$ cat src/rtl/hil_pkg.sv
// Shared constants and coefficient helpers for the Hilbert I/Q generator.
package hil_pkg;

    localparam int SAMPLE_BITS   = 16;
    localparam int DIFF_BITS     = SAMPLE_BITS + 1;
    localparam int TAPS_DEF      = 51;
    localparam int COEF_BITS_DEF = 16;
    localparam int HALF_LEN      = 13;
    localparam int GROUP_SIZE    = 4;
    localparam int NUM_GROUPS    = (HALF_LEN + GROUP_SIZE - 1) / GROUP_SIZE;

    // Q1.15 magnitudes for tap offsets 1, 3, 5, ... 25 from the centre.
    localparam int MAG_Q15 [HALF_LEN] = '{
        20810, 6804, 3926, 2643, 1897, 1401, 1045, 778, 572, 413, 289, 194, 193
    };

    typedef logic signed [SAMPLE_BITS-1:0] sample_t;
    typedef logic signed [DIFF_BITS-1:0]   diff_t;

    // Magnitude of coefficient pair j rescaled to Q1.(cbits-1), rounded when narrowed.
    function automatic int coef_mag(input int j, input int cbits);
        int m;
        m = MAG_Q15[j];
        if (cbits > 16) begin
            m = m <<< (cbits - 16);
        end
        else if (cbits < 16) begin
            m = (m + (1 <<< (15 - cbits))) >>> (16 - cbits);
        end
        return m;
    endfunction

endpackage

$ cat src/rtl/hil_delay_line.sv
// Sample history shift line and antisymmetric pair pre-subtraction.
module hil_delay_line import hil_pkg::*; #(
    parameter int TAPS = TAPS_DEF
) (
    input  logic    clk,
    input  logic    rst_n,
    input  logic    shift_en,
    input  sample_t sample,
    output diff_t   diff [HALF_LEN],
    output sample_t centre
);

    localparam int DEPTH = TAPS - 1;
    localparam int DELAY = (TAPS - 1) / 2;

    sample_t hist_reg  [DEPTH];
    sample_t hist_next [DEPTH];
    sample_t win       [TAPS];

    assign win[0] = sample;

    for (genvar k = 1; k < TAPS; k++) begin : g_win
        assign win[k] = hist_reg[k-1];
    end

    always_comb
    begin
        hist_next[0] = sample;
        for (int i = 1; i < DEPTH; i++) begin
            hist_next[i] = hist_reg[i-1];
        end
    end

    always_ff @(posedge clk or negedge rst_n)
    begin
        if (!rst_n) begin
            for (int i = 0; i < DEPTH; i++) begin
                hist_reg[i] <= '0;
            end
        end
        else if (shift_en) begin
            hist_reg <= hist_next;
        end
    end

    assign centre = hist_reg[DELAY-1];

    for (genvar j = 0; j < HALF_LEN; j++) begin : g_pair
        localparam int OFS = 2 * j + 1;
        localparam int KP  = DELAY + OFS;
        localparam int KN  = DELAY - OFS;
        diff_t pos_ext;
        diff_t neg_ext;
        if (KP <= TAPS - 1) begin : g_pos
            assign pos_ext = DIFF_BITS'(win[KP]);
        end
        else begin : g_pos_none
            assign pos_ext = '0;
        end
        if (KN >= 0) begin : g_neg
            assign neg_ext = DIFF_BITS'(win[KN]);
        end
        else begin : g_neg_none
            assign neg_ext = '0;
        end
        assign diff[j] = pos_ext - neg_ext;
    end

endmodule

$ cat config.mk
export PLATFORM = sky130hd
export DESIGN_NAME = hil_delay_line
export DESIGN_NICKNAME = d
export VERILOG_FILES = /design/src/rtl/hil_pkg.sv /design/src/rtl/hil_delay_line.sv
export SDC_FILE = /design/constraint.sdc
export NUM_CORES = 1
export LEC_CHECK = 0
export BUFFER_PORTS_ARGS = -buffer_cell sky130_fd_sc_hd__buf_2
export CAP_MARGIN = 10
export CORE_MARGIN = 1.5
export CORE_UTILIZATION = 38
export DETAILED_ROUTE_END_ITERATION = 16
export GPL_TIMING_DRIVEN = 0
export PLACE_DENSITY = 0.51
export REMOVE_ABC_BUFFERS = 1
export SLEW_MARGIN = 5
export SYNTH_ARGS = -nofsm -noshare
export SYNTH_HDL_FRONTEND = slang
export SYNTH_SLANG_ARGS = --single-unit
$ cat constraint.sdc
create_clock -name clk -period 2.9 [get_ports clk]
set_input_delay 0.435 -clock clk [delete_from_list [all_inputs] [get_ports clk]]
set_output_delay 0.435 -clock clk [all_outputs]
set_load 0.03 [all_outputs]
==> run summary <==
CTS placed an instance of sky130_fd_sc_hd__clkbuf_16 at the clock tree root. The logs give 38.63% for the normalized max-slew margin and 3360 for the synthesized instance count. For this run, the register share of the synthesized area comes to 51.39%. Post-layout net count: 4067. In the post-synthesis netlist, the biggest area contributors are sky130_fd_sc_hd__dfrtp_1, sky130_fd_sc_hd__mux2_2, sky130_fd_sc_hd__ha_1, sky130_fd_sc_hd__o21ai_0, sky130_fd_sc_hd__inv_1. The tools report the endpoint kind of the worst setup timing path as an output pin. The launch point of the critical path was g_pair[1].neg_ext[0].

Dividing the synthesized area by the synthesized cell count gives 11.59 sq um. The critical path in this run is classified as reg -> out. The congestion estimate from routability-driven global placement came to 0.8143. Of the cells placed in the final design, the portion with a size suffix greater than 1 is 44.39%.

The total of flip-flops plus latches after synthesis is 800, and the shortest clock period the worst path allows after layout is 3604 ps. In the global route stage, overall resource usage came out at 17.09%. The clock reaches the later pin of the worst-skew pair after 660 ps. In this run the count of I/O pins placed on the die edge is 256.

Measured along the x axis, the die boundary spans 323.2 microns. The H-tree generated during clock tree synthesis spans 3 levels. The count of final max-slew check failures was 0. The flow ran to the end, but the final reports show violations. Data on the critical path arrives at its endpoint at 3170 ps. The final worst setup slack came out at -703.9 ps.

The logs give 26060 for the number of global-route vias before repair and 800 for the number of clock sinks. The min-delay analysis places its worst path in the category in -> reg. The effective utilization at floorplan is 38.29%.

For the worst flop-to-flop path, the logic depth is 21. The vertical die dimension was 323.2 microns. In this run the most critical hold path is launched from sample[13]. Setup slack on the worst reg-to-reg path comes out at 120 ps. TritonCTS built the clock tree.

Detailed placement ended at an HPWL of 58780 microns. The run gives 1 as the initial antenna violation count. The timing endpoint of the critical path is diff[201].

The tools report the standard cell core area as 0.1017 sq mm. Yosys mapped a number of flops with a built-in enable equal to 0. The final reports fail on setup timing.

The run gives 25910 as the total via count after detailed routing. The area of the die is 0.1044 sq mm, and the growth of design area from synthesis to finish is 32.15%. The CTS clock-pin slew for the worst setup and hold paths was 50 ps; the share of the cycle needed by the critical path after routing was 124.3%. The commonest cells after synthesis are sky130_fd_sc_hd__dfrtp_1, sky130_fd_sc_hd__mux2_2, sky130_fd_sc_hd__inv_1. The cell type contributing the most total cell area after synthesis is sky130_fd_sc_hd__dfrtp_1. The largest net degree at the start of global routing was 143; the maximum count of clock buffers along a single path was 3.

Timing analysis after detailed placement gives a worst setup slack of -565.4 ps. The number of CTS-inserted buffers is 93. In the routed design, unresolved DRC markers number 0. The final antenna-violating net count was 0; the async set-or-reset flop fraction in the synthesized netlist was 100.0%. Using the TritonRoute via totals, the vias-per-cell ratio works out to 4.922. The primary flip-flop cell chosen by synthesis mapping was sky130_fd_sc_hd__dfrtp_1. The critical path launch point type is a flop. In this run, distinct cell masters in the synthesized netlist total 76.

In this run the critical register-to-register path is captured at g_pair[2].neg_ext[1]. The maximum clock frequency is 277.5 MHz, and the largest driver fanout on the critical path is 3. In this run the biggest area consumer among cell types represents 51.39% of the synthesized area. Count of buffers inserted at the top-level ports: 255.

The count of final hold-check violations is 0. The detail-routed net length per standard cell works out to 17.16 microns. The startpoint of the most critical register-to-register path is g_pair[2].neg_ext[1].

The pre-antenna-repair detailed-routing pass consisted of 7 iterations. STA puts the critical path data required time at 2470 ps. The routed design has 90350 microns of wire.

The run gives 117 as the number of rows created at floorplan. During synthesis, Yosys emitted a total of 0 warnings. The tools report the global-route congestion overflow total as 0.

Netlist area before placement: 0.03895 sq mm. Setup repair after global routing could not meet its margin everywhere. By instance count, the leading cell after synthesis is sky130_fd_sc_hd__dfrtp_1.

On the final layout, the worst clock skew is 23.44 ps. The transition at the pin with the smallest max-transition slack is 920.6 ps, and the number of setup violations in the final report is 147. Max-cap violations in this run came to 0. 0 antenna diodes ended up in the layout.

The detailed router finished its first iteration with 1235 violations. The first global-routing pass estimated 143100 microns of wire.
-- kinds of logic after synthesis --
| kind of cell | synth area share, % |
|---|---|
| flops | 51.39 |
| simple gates | 5.971 |
| xor+xnor | 3.642 |
| buf+inv | 4.211 |
| compound gates | 10.11 |
| fa+ha+maj | 7.349 |
| mux | 17.33 |
-- flip-flops by register name, summed over array words and instances (netlist names) --
| register | flops |
|---|---|
| centre | 16 |
| g_pair.neg_ext | 192 |
| g_pair.pos_ext | 208 |
| hist_next | 384 |
-- critical path, stage by stage (launching register included) --
cell,delay (ps)
sky130_fd_sc_hd__dfrtp_1,430
sky130_fd_sc_hd__ha_4,190
sky130_fd_sc_hd__fa_2,370
sky130_fd_sc_hd__nand2b_4,180
sky130_fd_sc_hd__a21oi_4,200
sky130_fd_sc_hd__o21bai_4,90
sky130_fd_sc_hd__a311oi_2,240
sky130_fd_sc_hd__buf_4,170
sky130_fd_sc_hd__nor4_2,40
sky130_fd_sc_hd__nor3_2,200
sky130_fd_sc_hd__xor2_1,220
sky130_fd_sc_hd__buf_4,200
-- timing repair --
item | 4_1_cts | 5_1_grt
pin swaps | 265 | 212
buffers inserted | 149 | 101
endpoints found under the setup margin | 172 | 253
hold endpoints to repair | 65 | 0
cloned | 0 | 1
resized for setup | 730 | 301
hold buffers | 14 | 0
-- placed cells by master (no fill, tap or decap), types with 14 or more instances in the layout --
cell                              n
sky130_fd_sc_hd__a21oi_2         47
sky130_fd_sc_hd__nor2_1          61
sky130_fd_sc_hd__clkbuf_8        29
sky130_fd_sc_hd__o21ai_0        228
sky130_fd_sc_hd__buf_6          163
sky130_fd_sc_hd__xnor2_2         43
sky130_fd_sc_hd__o21ai_2         32
sky130_fd_sc_hd__xnor2_1         51
sky130_fd_sc_hd__clkbuf_1        20
sky130_fd_sc_hd__dfrtp_1        792
sky130_fd_sc_hd__ha_4            71
sky130_fd_sc_hd__ha_2            20
sky130_fd_sc_hd__buf_4          226
sky130_fd_sc_hd__nand3_1         19
sky130_fd_sc_hd__nand4_1         22
sky130_fd_sc_hd__a21o_1          71
sky130_fd_sc_hd__xor2_1          33
sky130_fd_sc_hd__nor2b_1         16
sky130_fd_sc_hd__inv_2           35
sky130_fd_sc_hd__o21ai_4         19
sky130_fd_sc_hd__o21a_1          23
sky130_fd_sc_hd__nand2b_1        18
sky130_fd_sc_hd__ha_1           117
sky130_fd_sc_hd__nor2b_4         21
sky130_fd_sc_hd__nor2_2          16
sky130_fd_sc_hd__mux2_2         595
sky130_fd_sc_hd__clkbuf_16       97
sky130_fd_sc_hd__nand2_1        258
sky130_fd_sc_hd__a21oi_4         14
sky130_fd_sc_hd__dlygate4sd3_1   14
sky130_fd_sc_hd__a21oi_1         61
sky130_fd_sc_hd__inv_1          248
sky130_fd_sc_hd__buf_16          15
sky130_fd_sc_hd__buf_2           86
-- layer usage --
layer  track usage (%)  wire [microns]  vias up  share of wire [%]
li1                  -               -    12620                  -
met1             24.09           42980    12880                 48
met2             26.79           42320      316                 47
met3             3.343            3529      100                3.9
met4             4.601            1526        0                1.7
met5                 0               0        -                  0
-- worst min path at each step --
stage / end / depth (start not counted)
after detailed placement: centre[15] / 1
after global routing: hist_next[781] / 2
after global placement: g_pair[10].neg_ext[1] / 2
after floorplan: centre[0] / 0
after CTS: hist_next[781] / 2
final: hist_next[781] / 2
-- metrics by stage --
step / utilization, % / instances / hold slack, ps / cell area (sq um) / setup TNS [ps]
final: 50.60 / 5265 / 44.38 / 51480 / -47980
after global routing: 50.60 / 5265 / 19.94 / 51480 / -66040
after CTS: 48.68 / 5189 / 0.7018 / 49520 / -57390
after detailed placement: 41.08 / 4861 / 395.6 / 41800 / -99890
after global placement: 40.66 / 4846 / 459.5 / 41370 / -
after floorplan: - / 3223 / 139.4 / 38380 / -495.4
-- layout make-up --
| type | instances | area [sq um] |
|---|---|---|
| Tap cell | 1368 | 1712 |
| Clock buffer | 145 | 2877 |
| Timing Repair Buffer | 509 | 4598 |
| Fill cell | 9032 | 50260 |
| Inverter | 284 | 1069 |
| Clock inverter | 20 | 290.3 |
| Sequential cell | 800 | 20030 |
| Multi-Input combinational cell | 2139 | 20900 |
Power is left out: the tool's default activity adds up to more than one toggle a clock period on the data nets, which glitch-free logic cannot reach.
