`config.mk`:
```
export PLATFORM = sky130hd
export DESIGN_NAME = hil_mac_pipe
export DESIGN_NICKNAME = d
export VERILOG_FILES = /design/src/rtl/hil_pkg.sv /design/src/rtl/hil_mac_pipe.sv
export SDC_FILE = /design/constraint.sdc
export NUM_CORES = 2
export LEC_CHECK = 0
export ABC_CLOCK_PERIOD_IN_PS = 25100
export BUFFER_PORTS_ARGS = -buffer_cell sky130_fd_sc_hd__buf_2
export CORE_ASPECT_RATIO = 0.8
export CORE_MARGIN = 4
export CORE_UTILIZATION = 55
export CTS_CLUSTER_SIZE = 12
export DETAILED_ROUTE_END_ITERATION = 10
export GPL_TIMING_DRIVEN = 0
export HOLD_SLACK_MARGIN = 0.06
export PLACE_DENSITY = 0.74
export SYNTH_ARGS = -nofsm -noshare
export SYNTH_HDL_FRONTEND = slang
export SYNTH_SLANG_ARGS = --single-unit
```
`constraint.sdc`:
```
create_clock -name clk -period 25.1 [get_ports clk]
set_input_delay 3.765 -clock clk [delete_from_list [all_inputs] [get_ports clk]]
set_output_delay 3.765 -clock clk [all_outputs]
set_load 0.02 [all_outputs]
```
`src/rtl/hil_pkg.sv`:
```
// Shared constants and coefficient helpers for the Hilbert I/Q generator.
package hil_pkg;

    localparam int SAMPLE_BITS   = 16;
    localparam int DIFF_BITS     = SAMPLE_BITS + 1;
    localparam int TAPS_DEF      = 51;
    localparam int COEF_BITS_DEF = 16;
    localparam int HALF_LEN      = 13;
    localparam int GROUP_SIZE    = 4;
    localparam int NUM_GROUPS    = (HALF_LEN + GROUP_SIZE - 1) / GROUP_SIZE;

    // Q1.15 magnitudes for tap offsets 1, 3, 5, ... 25 from the centre.
    localparam int MAG_Q15 [HALF_LEN] = '{
        20810, 6804, 3926, 2643, 1897, 1401, 1045, 778, 572, 413, 289, 194, 193
    };

    typedef logic signed [SAMPLE_BITS-1:0] sample_t;
    typedef logic signed [DIFF_BITS-1:0]   diff_t;

    // Magnitude of coefficient pair j rescaled to Q1.(cbits-1), rounded when narrowed.
    function automatic int coef_mag(input int j, input int cbits);
        int m;
        m = MAG_Q15[j];
        if (cbits > 16) begin
            m = m <<< (cbits - 16);
        end
        else if (cbits < 16) begin
            m = (m + (1 <<< (15 - cbits))) >>> (16 - cbits);
        end
        return m;
    endfunction

endpackage

```
`src/rtl/hil_mac_pipe.sv`:
```
// Multiply, adder tree, rounding and saturation pipeline with elastic stages.
module hil_mac_pipe import hil_pkg::*; #(
    parameter int COEF_BITS = COEF_BITS_DEF
) (
    input  logic    clk,
    input  logic    rst_n,
    input  logic    in_valid,
    output logic    in_ready,
    input  diff_t   diff [HALF_LEN],
    input  sample_t centre,
    output logic    out_valid,
    input  logic    out_ready,
    output sample_t in_phase,
    output sample_t quadrature
);

    localparam int PROD_W = DIFF_BITS + COEF_BITS;
    localparam int GRP_W  = PROD_W + 2;
    localparam int ACC_W  = PROD_W + 5;
    localparam int FRAC   = COEF_BITS - 1;
    localparam logic signed [ACC_W-1:0] RND = ACC_W'(1) <<< (FRAC - 1);
    localparam logic signed [ACC_W-1:0] QHI = (ACC_W'(1) <<< (SAMPLE_BITS - 1)) - ACC_W'(1);
    localparam logic signed [ACC_W-1:0] QLO = ~QHI;

    logic v1_reg, v2_reg, v3_reg, v4_reg, v5_reg;
    logic rdy1, rdy2, rdy3, rdy4, rdy5;

    diff_t                     diff_reg [HALF_LEN];
    logic signed [PROD_W-1:0]  prod_next [HALF_LEN];
    logic signed [PROD_W-1:0]  prod_reg  [HALF_LEN];
    logic signed [GRP_W-1:0]   grp_next  [NUM_GROUPS];
    logic signed [GRP_W-1:0]   grp_reg   [NUM_GROUPS];
    logic signed [ACC_W-1:0]   acc_next;
    logic signed [ACC_W-1:0]   acc_reg;
    logic signed [ACC_W-1:0]   q_full;
    sample_t                   quad_next;
    sample_t                   quad_reg;
    sample_t                   ip1_reg, ip2_reg, ip3_reg, ip4_reg, ip5_reg;

    assign rdy5 = !v5_reg || out_ready;
    assign rdy4 = !v4_reg || rdy5;
    assign rdy3 = !v3_reg || rdy4;
    assign rdy2 = !v2_reg || rdy3;
    assign rdy1 = !v1_reg || rdy2;
    assign in_ready = rdy1;

    always_ff @(posedge clk or negedge rst_n)
    begin
        if (!rst_n) begin
            v1_reg <= 1'b0;
            v2_reg <= 1'b0;
            v3_reg <= 1'b0;
            v4_reg <= 1'b0;
            v5_reg <= 1'b0;
        end
        else begin
            if (rdy1) v1_reg <= in_valid;
            if (rdy2) v2_reg <= v1_reg;
            if (rdy3) v3_reg <= v2_reg;
            if (rdy4) v4_reg <= v3_reg;
            if (rdy5) v5_reg <= v4_reg;
        end
    end

    for (genvar j = 0; j < HALF_LEN; j++) begin : g_mul
        localparam int MAGV = coef_mag(j, COEF_BITS);
        localparam logic signed [COEF_BITS-1:0] CJ = COEF_BITS'(MAGV);
        assign prod_next[j] = PROD_W'(diff_reg[j]) * PROD_W'(CJ);
    end

    always_comb
    begin
        for (int g = 0; g < NUM_GROUPS; g++) begin
            grp_next[g] = '0;
            for (int i = 0; i < GROUP_SIZE; i++) begin
                if (g * GROUP_SIZE + i < HALF_LEN) begin
                    grp_next[g] = grp_next[g] + GRP_W'(prod_reg[g * GROUP_SIZE + i]);
                end
            end
        end
    end

    always_comb
    begin
        acc_next = RND;
        for (int g = 0; g < NUM_GROUPS; g++) begin
            acc_next = acc_next + ACC_W'(grp_reg[g]);
        end
    end

    always_comb
    begin
        q_full = acc_reg >>> FRAC;
        if (q_full > QHI) begin
            quad_next = QHI[SAMPLE_BITS-1:0];
        end
        else if (q_full < QLO) begin
            quad_next = QLO[SAMPLE_BITS-1:0];
        end
        else begin
            quad_next = q_full[SAMPLE_BITS-1:0];
        end
    end

    always_ff @(posedge clk)
    begin
        if (rdy1) begin
            diff_reg <= diff;
            ip1_reg  <= centre;
        end
        if (rdy2) begin
            prod_reg <= prod_next;
            ip2_reg  <= ip1_reg;
        end
        if (rdy3) begin
            grp_reg <= grp_next;
            ip3_reg <= ip2_reg;
        end
        if (rdy4) begin
            acc_reg <= acc_next;
            ip4_reg <= ip3_reg;
        end
        if (rdy5) begin
            quad_reg <= quad_next;
            ip5_reg  <= ip4_reg;
        end
    end

    assign out_valid  = v5_reg;
    assign in_phase   = ip5_reg;
    assign quadrature = quad_reg;

    a_empty_out_accepts: assert property (@(posedge clk) disable iff (!rst_n)
        !v5_reg |-> in_ready)
        else $error("pipeline refuses a beat while the output stage is empty");

    a_stage4_advances: assert property (@(posedge clk) disable iff (!rst_n)
        (v4_reg && rdy5) |=> v5_reg)
        else $error("sum stage beat lost on its way to the output stage");

    a_acc_holds: assert property (@(posedge clk) disable iff (!rst_n)
        (v4_reg && !rdy5) |=> (v4_reg && $stable(acc_reg)))
        else $error("stalled accumulator changed");

    a_stall_only_when_full: assert property (@(posedge clk) disable iff (!rst_n)
        !in_ready |-> (v1_reg && v2_reg && v3_reg && v4_reg && v5_reg))
        else $error("input stalled with a bubble in the pipeline");

endmodule

```
==> flow_summary.json <==
{
  "dieHeight_um": 344,
  "hold_violations": 0,
  "rows": 122,
  "via_per_inst": 5.36,
  "drc_errors": 0,
  "antenna_left": 0,
  "status": "completed",
  "synth_mux_area_frac": 0.00210,
  "startpoint_type": "primary input",
  "worst-endpoint-required_ns": 21.33,
  "grt_pass1_wl_mm": 269,
  "synth_common_cells": "1481 x inv_1, 1243 x ha_1, 869 x fa_1, 829 x edfxtp_1, 315 x xnor2_1",
  "clock-sinks": 834,
  "yosys_warnings": 0,
  "path_max_fanout": 66,
  "tns_ns": 0,
  "grt_start_max_net_pins": 67,
  "min_path_type": "flip-flop to flip-flop",
  "postCtsSetupBuffers": 0,
  "via_count": 47800,
  "cts_made_buffers": 92,
  "clkTransAtPathRegs_ns": 0.07,
  "largest_reg_flops": 365,
  "fin_nets": 9354,
  "postCtsResizedCells": 0,
  "synth_top_family_by_area": "adder cells",
  "synth_flop_cell": "edfxtp_1",
  "drv_cap": 0,
  "tritoncts": "yes",
  "core-area_mm2": 0.139,
  "syn_nets": 8954,
  "synthArstFlopShare": 0.00600,
  "fin_area_mm2": 0.0847,
  "clockRootBuffer": "clkbuf_16",
  "clock_skew_ns": 0.0408,
  "synth_xor_area_frac": 0.0486,
  "yosys.area_share.simple": 0.0479,
  "synth_cell_types": 93,
  "finalSetupViolCount": 0,
  "worst_slew_pin_slew_ns": 1.22,
  "synth.most_common_cell": "inv_1",
  "dp_hpwl_mm": 141,
  "max_freq_ghz": 0.0957,
  "drv_slew": 0,
  "die_w_um": 428,
  "ys_seq_elements": 834,
  "wl_per_cell_um": 18.6,
  "track_usage": 0.234,
  "initial_core_util": 0.557,
  "io_buffers": 274,
  "wirelength_mm": 166,
  "antenna_found_initial": 4,
  "grt_overflow_total": 0,
  "post_route_cells_drive_above_1_share": 0.0702,
  "synth_area_leaders": "edfxtp_1 32%, fa_1 22%, ha_1 20%, inv_1 7.2%, xnor2_1 3.6%",
  "drt_iter0_drc": 3001,
  "grt_pass1_vias": 49600,
  "critPathKind": "primary input to output port",
  "end_kind": "output port",
  "syn_to_final_growth_pct": 9.23,
  "synth_area_mm2": 0.0775,
  "dr.pass1.iters": 5,
  "synth-compound-area-share": 0.0803,
  "yosysSeqAreaShare": 0.323,
  "htree_levels": 3,
  "synth-edff-count": 829,
  "ioPinCount": 275,
  "clock_latency_ns": 0.73,
  "fp.dieArea_mm2": 0.147,
  "finalCriticalPeriod_ns": 10.45,
  "rsz0062_at_grt": "false",
  "clock_path_buffers": 3,
  "slew_headroom": 0.185,
  "synth.top_cell.area_share": 0.321,
  "synthAdderAreaFrac": 0.425,
  "post_dp_cell_area_mm2": 0.0818,
  "holdBufCountCts": 0,
  "arrival_ns": 6.69,
  "place.gp.congestion": 0.924,
  "yosysTopAreaCell": "edfxtp_1",
  "syn_avg_cell_area_um2": 11.7,
  "synthesis.instances": 6601,
  "post-route-period-util": 0.416
}
==> layer usage <==
metal / global-route usage / up-vias / part of all wire
met5: 0 / - / 0.00016
met4: 0.0499 / 4 / 0.020
met3: 0.0408 / 188 / 0.066
met2: 0.364 / 1194 / 0.45
met1: 0.345 / 23500 / 0.47
li1: - / 22900 / -
==> critical path, stage by stage <==
cell     delay, ns
buf_2         0.10
nor2b_1       0.46
nand4_1       0.68
inv_1         0.30
nand2_4       0.23
buf_16        0.25
buf_16        0.21
buf_16        0.29
buf_2         0.23
==> logic make-up after synthesis <==
group / after synthesis
xor+xnor: 430
fa+ha+maj: 2115
compound gates: 941
simple gates: 761
buf+inv: 1504
flops: 834
mux: 16
==> placed cells by master, fill, tap and decap left out, types with 8 or more instances in the layout <==
master     synthesis  final
clkbuf_16          0     93
a21oi_1          289    289
clkbuf_1          19     43
or2_2             17     17
mux2i_1           14     14
fa_1             869    869
o21ai_0          153    153
o21ai_1           25     25
clkinv_1           1     10
a211oi_1          34     34
inv_1           1481   1481
ha_1            1243   1243
nor2b_1           56     56
edfxtp_1         829    829
and2_1            16     16
and3_1            32     32
a211o_1           11     11
nand2b_1          51     51
a31oi_1           34     34
nand3_1           57     56
xor2_1           115    115
a21o_1           126    126
buf_2              0    274
o21a_1            67     67
nand4_1           28     28
xnor2_1          315    315
o21bai_1          43     43
or3_1             17     17
buf_8              0     22
nand2_1          177    175
o31ai_1           13     13
a221oi_1           8      8
nor2_1           200    200
nor3_1            78     78
o211ai_1          23     23
==> area by class of cell <==
| type | count | area (um^2) |
|---|---|---|
| Fill cell | 10900 | 54500 |
| Multi-Input combinational cell | 4263 | 46900 |
| Sequential cell | 834 | 25000 |
| Inverter | 1482 | 5560 |
| Clock buffer | 119 | 2440 |
| Tap cell | 1860 | 2330 |
| Timing Repair Buffer | 306 | 1950 |
| Clock inverter | 35 | 409 |
| Buffer | 22 | 90.1 |
| Antenna cell | 2 | 5.00 |
==> per-stage QoR <==
stage	instances	setup slack, ns	util	hold WS (ns)
finish	8923	14.65	0.608	0.388
global route	8921	14.43	0.608	0.402
CTS	8921	14.61	0.608	0.386
detailed placement	8767	14.69	0.588	0.405
global placement	8735	-8.91	0.583	0.400
floorplan	6601	0.872	-	0.400
==> path summary, 6_finish.rpt <==
check,start,end,slack (ns),depth (start not counted)
worst max-delay path,out_ready,in_ready,14.65,9
worst min-delay path,prod_reg[11]$_DFFE_PP_,grp_reg[11]$_DFFE_PP_,0.39,0
worst max register to register,diff_reg[220]$_DFFE_PP_,prod_reg[428]$_DFFE_PP_,19.02,18
worst min register to register,prod_reg[11]$_DFFE_PP_,grp_reg[11]$_DFFE_PP_,0.39,0
max in group asynchronous,rst_n,v1_reg$_DFFE_PN0P_,22.09,1
min in group asynchronous,rst_n,out_valid$_DFFE_PN0P_,2.87,1
Power is left out: the tool's default activity adds up to more than one toggle a clock period on the data nets, which glitch-free logic cannot reach.
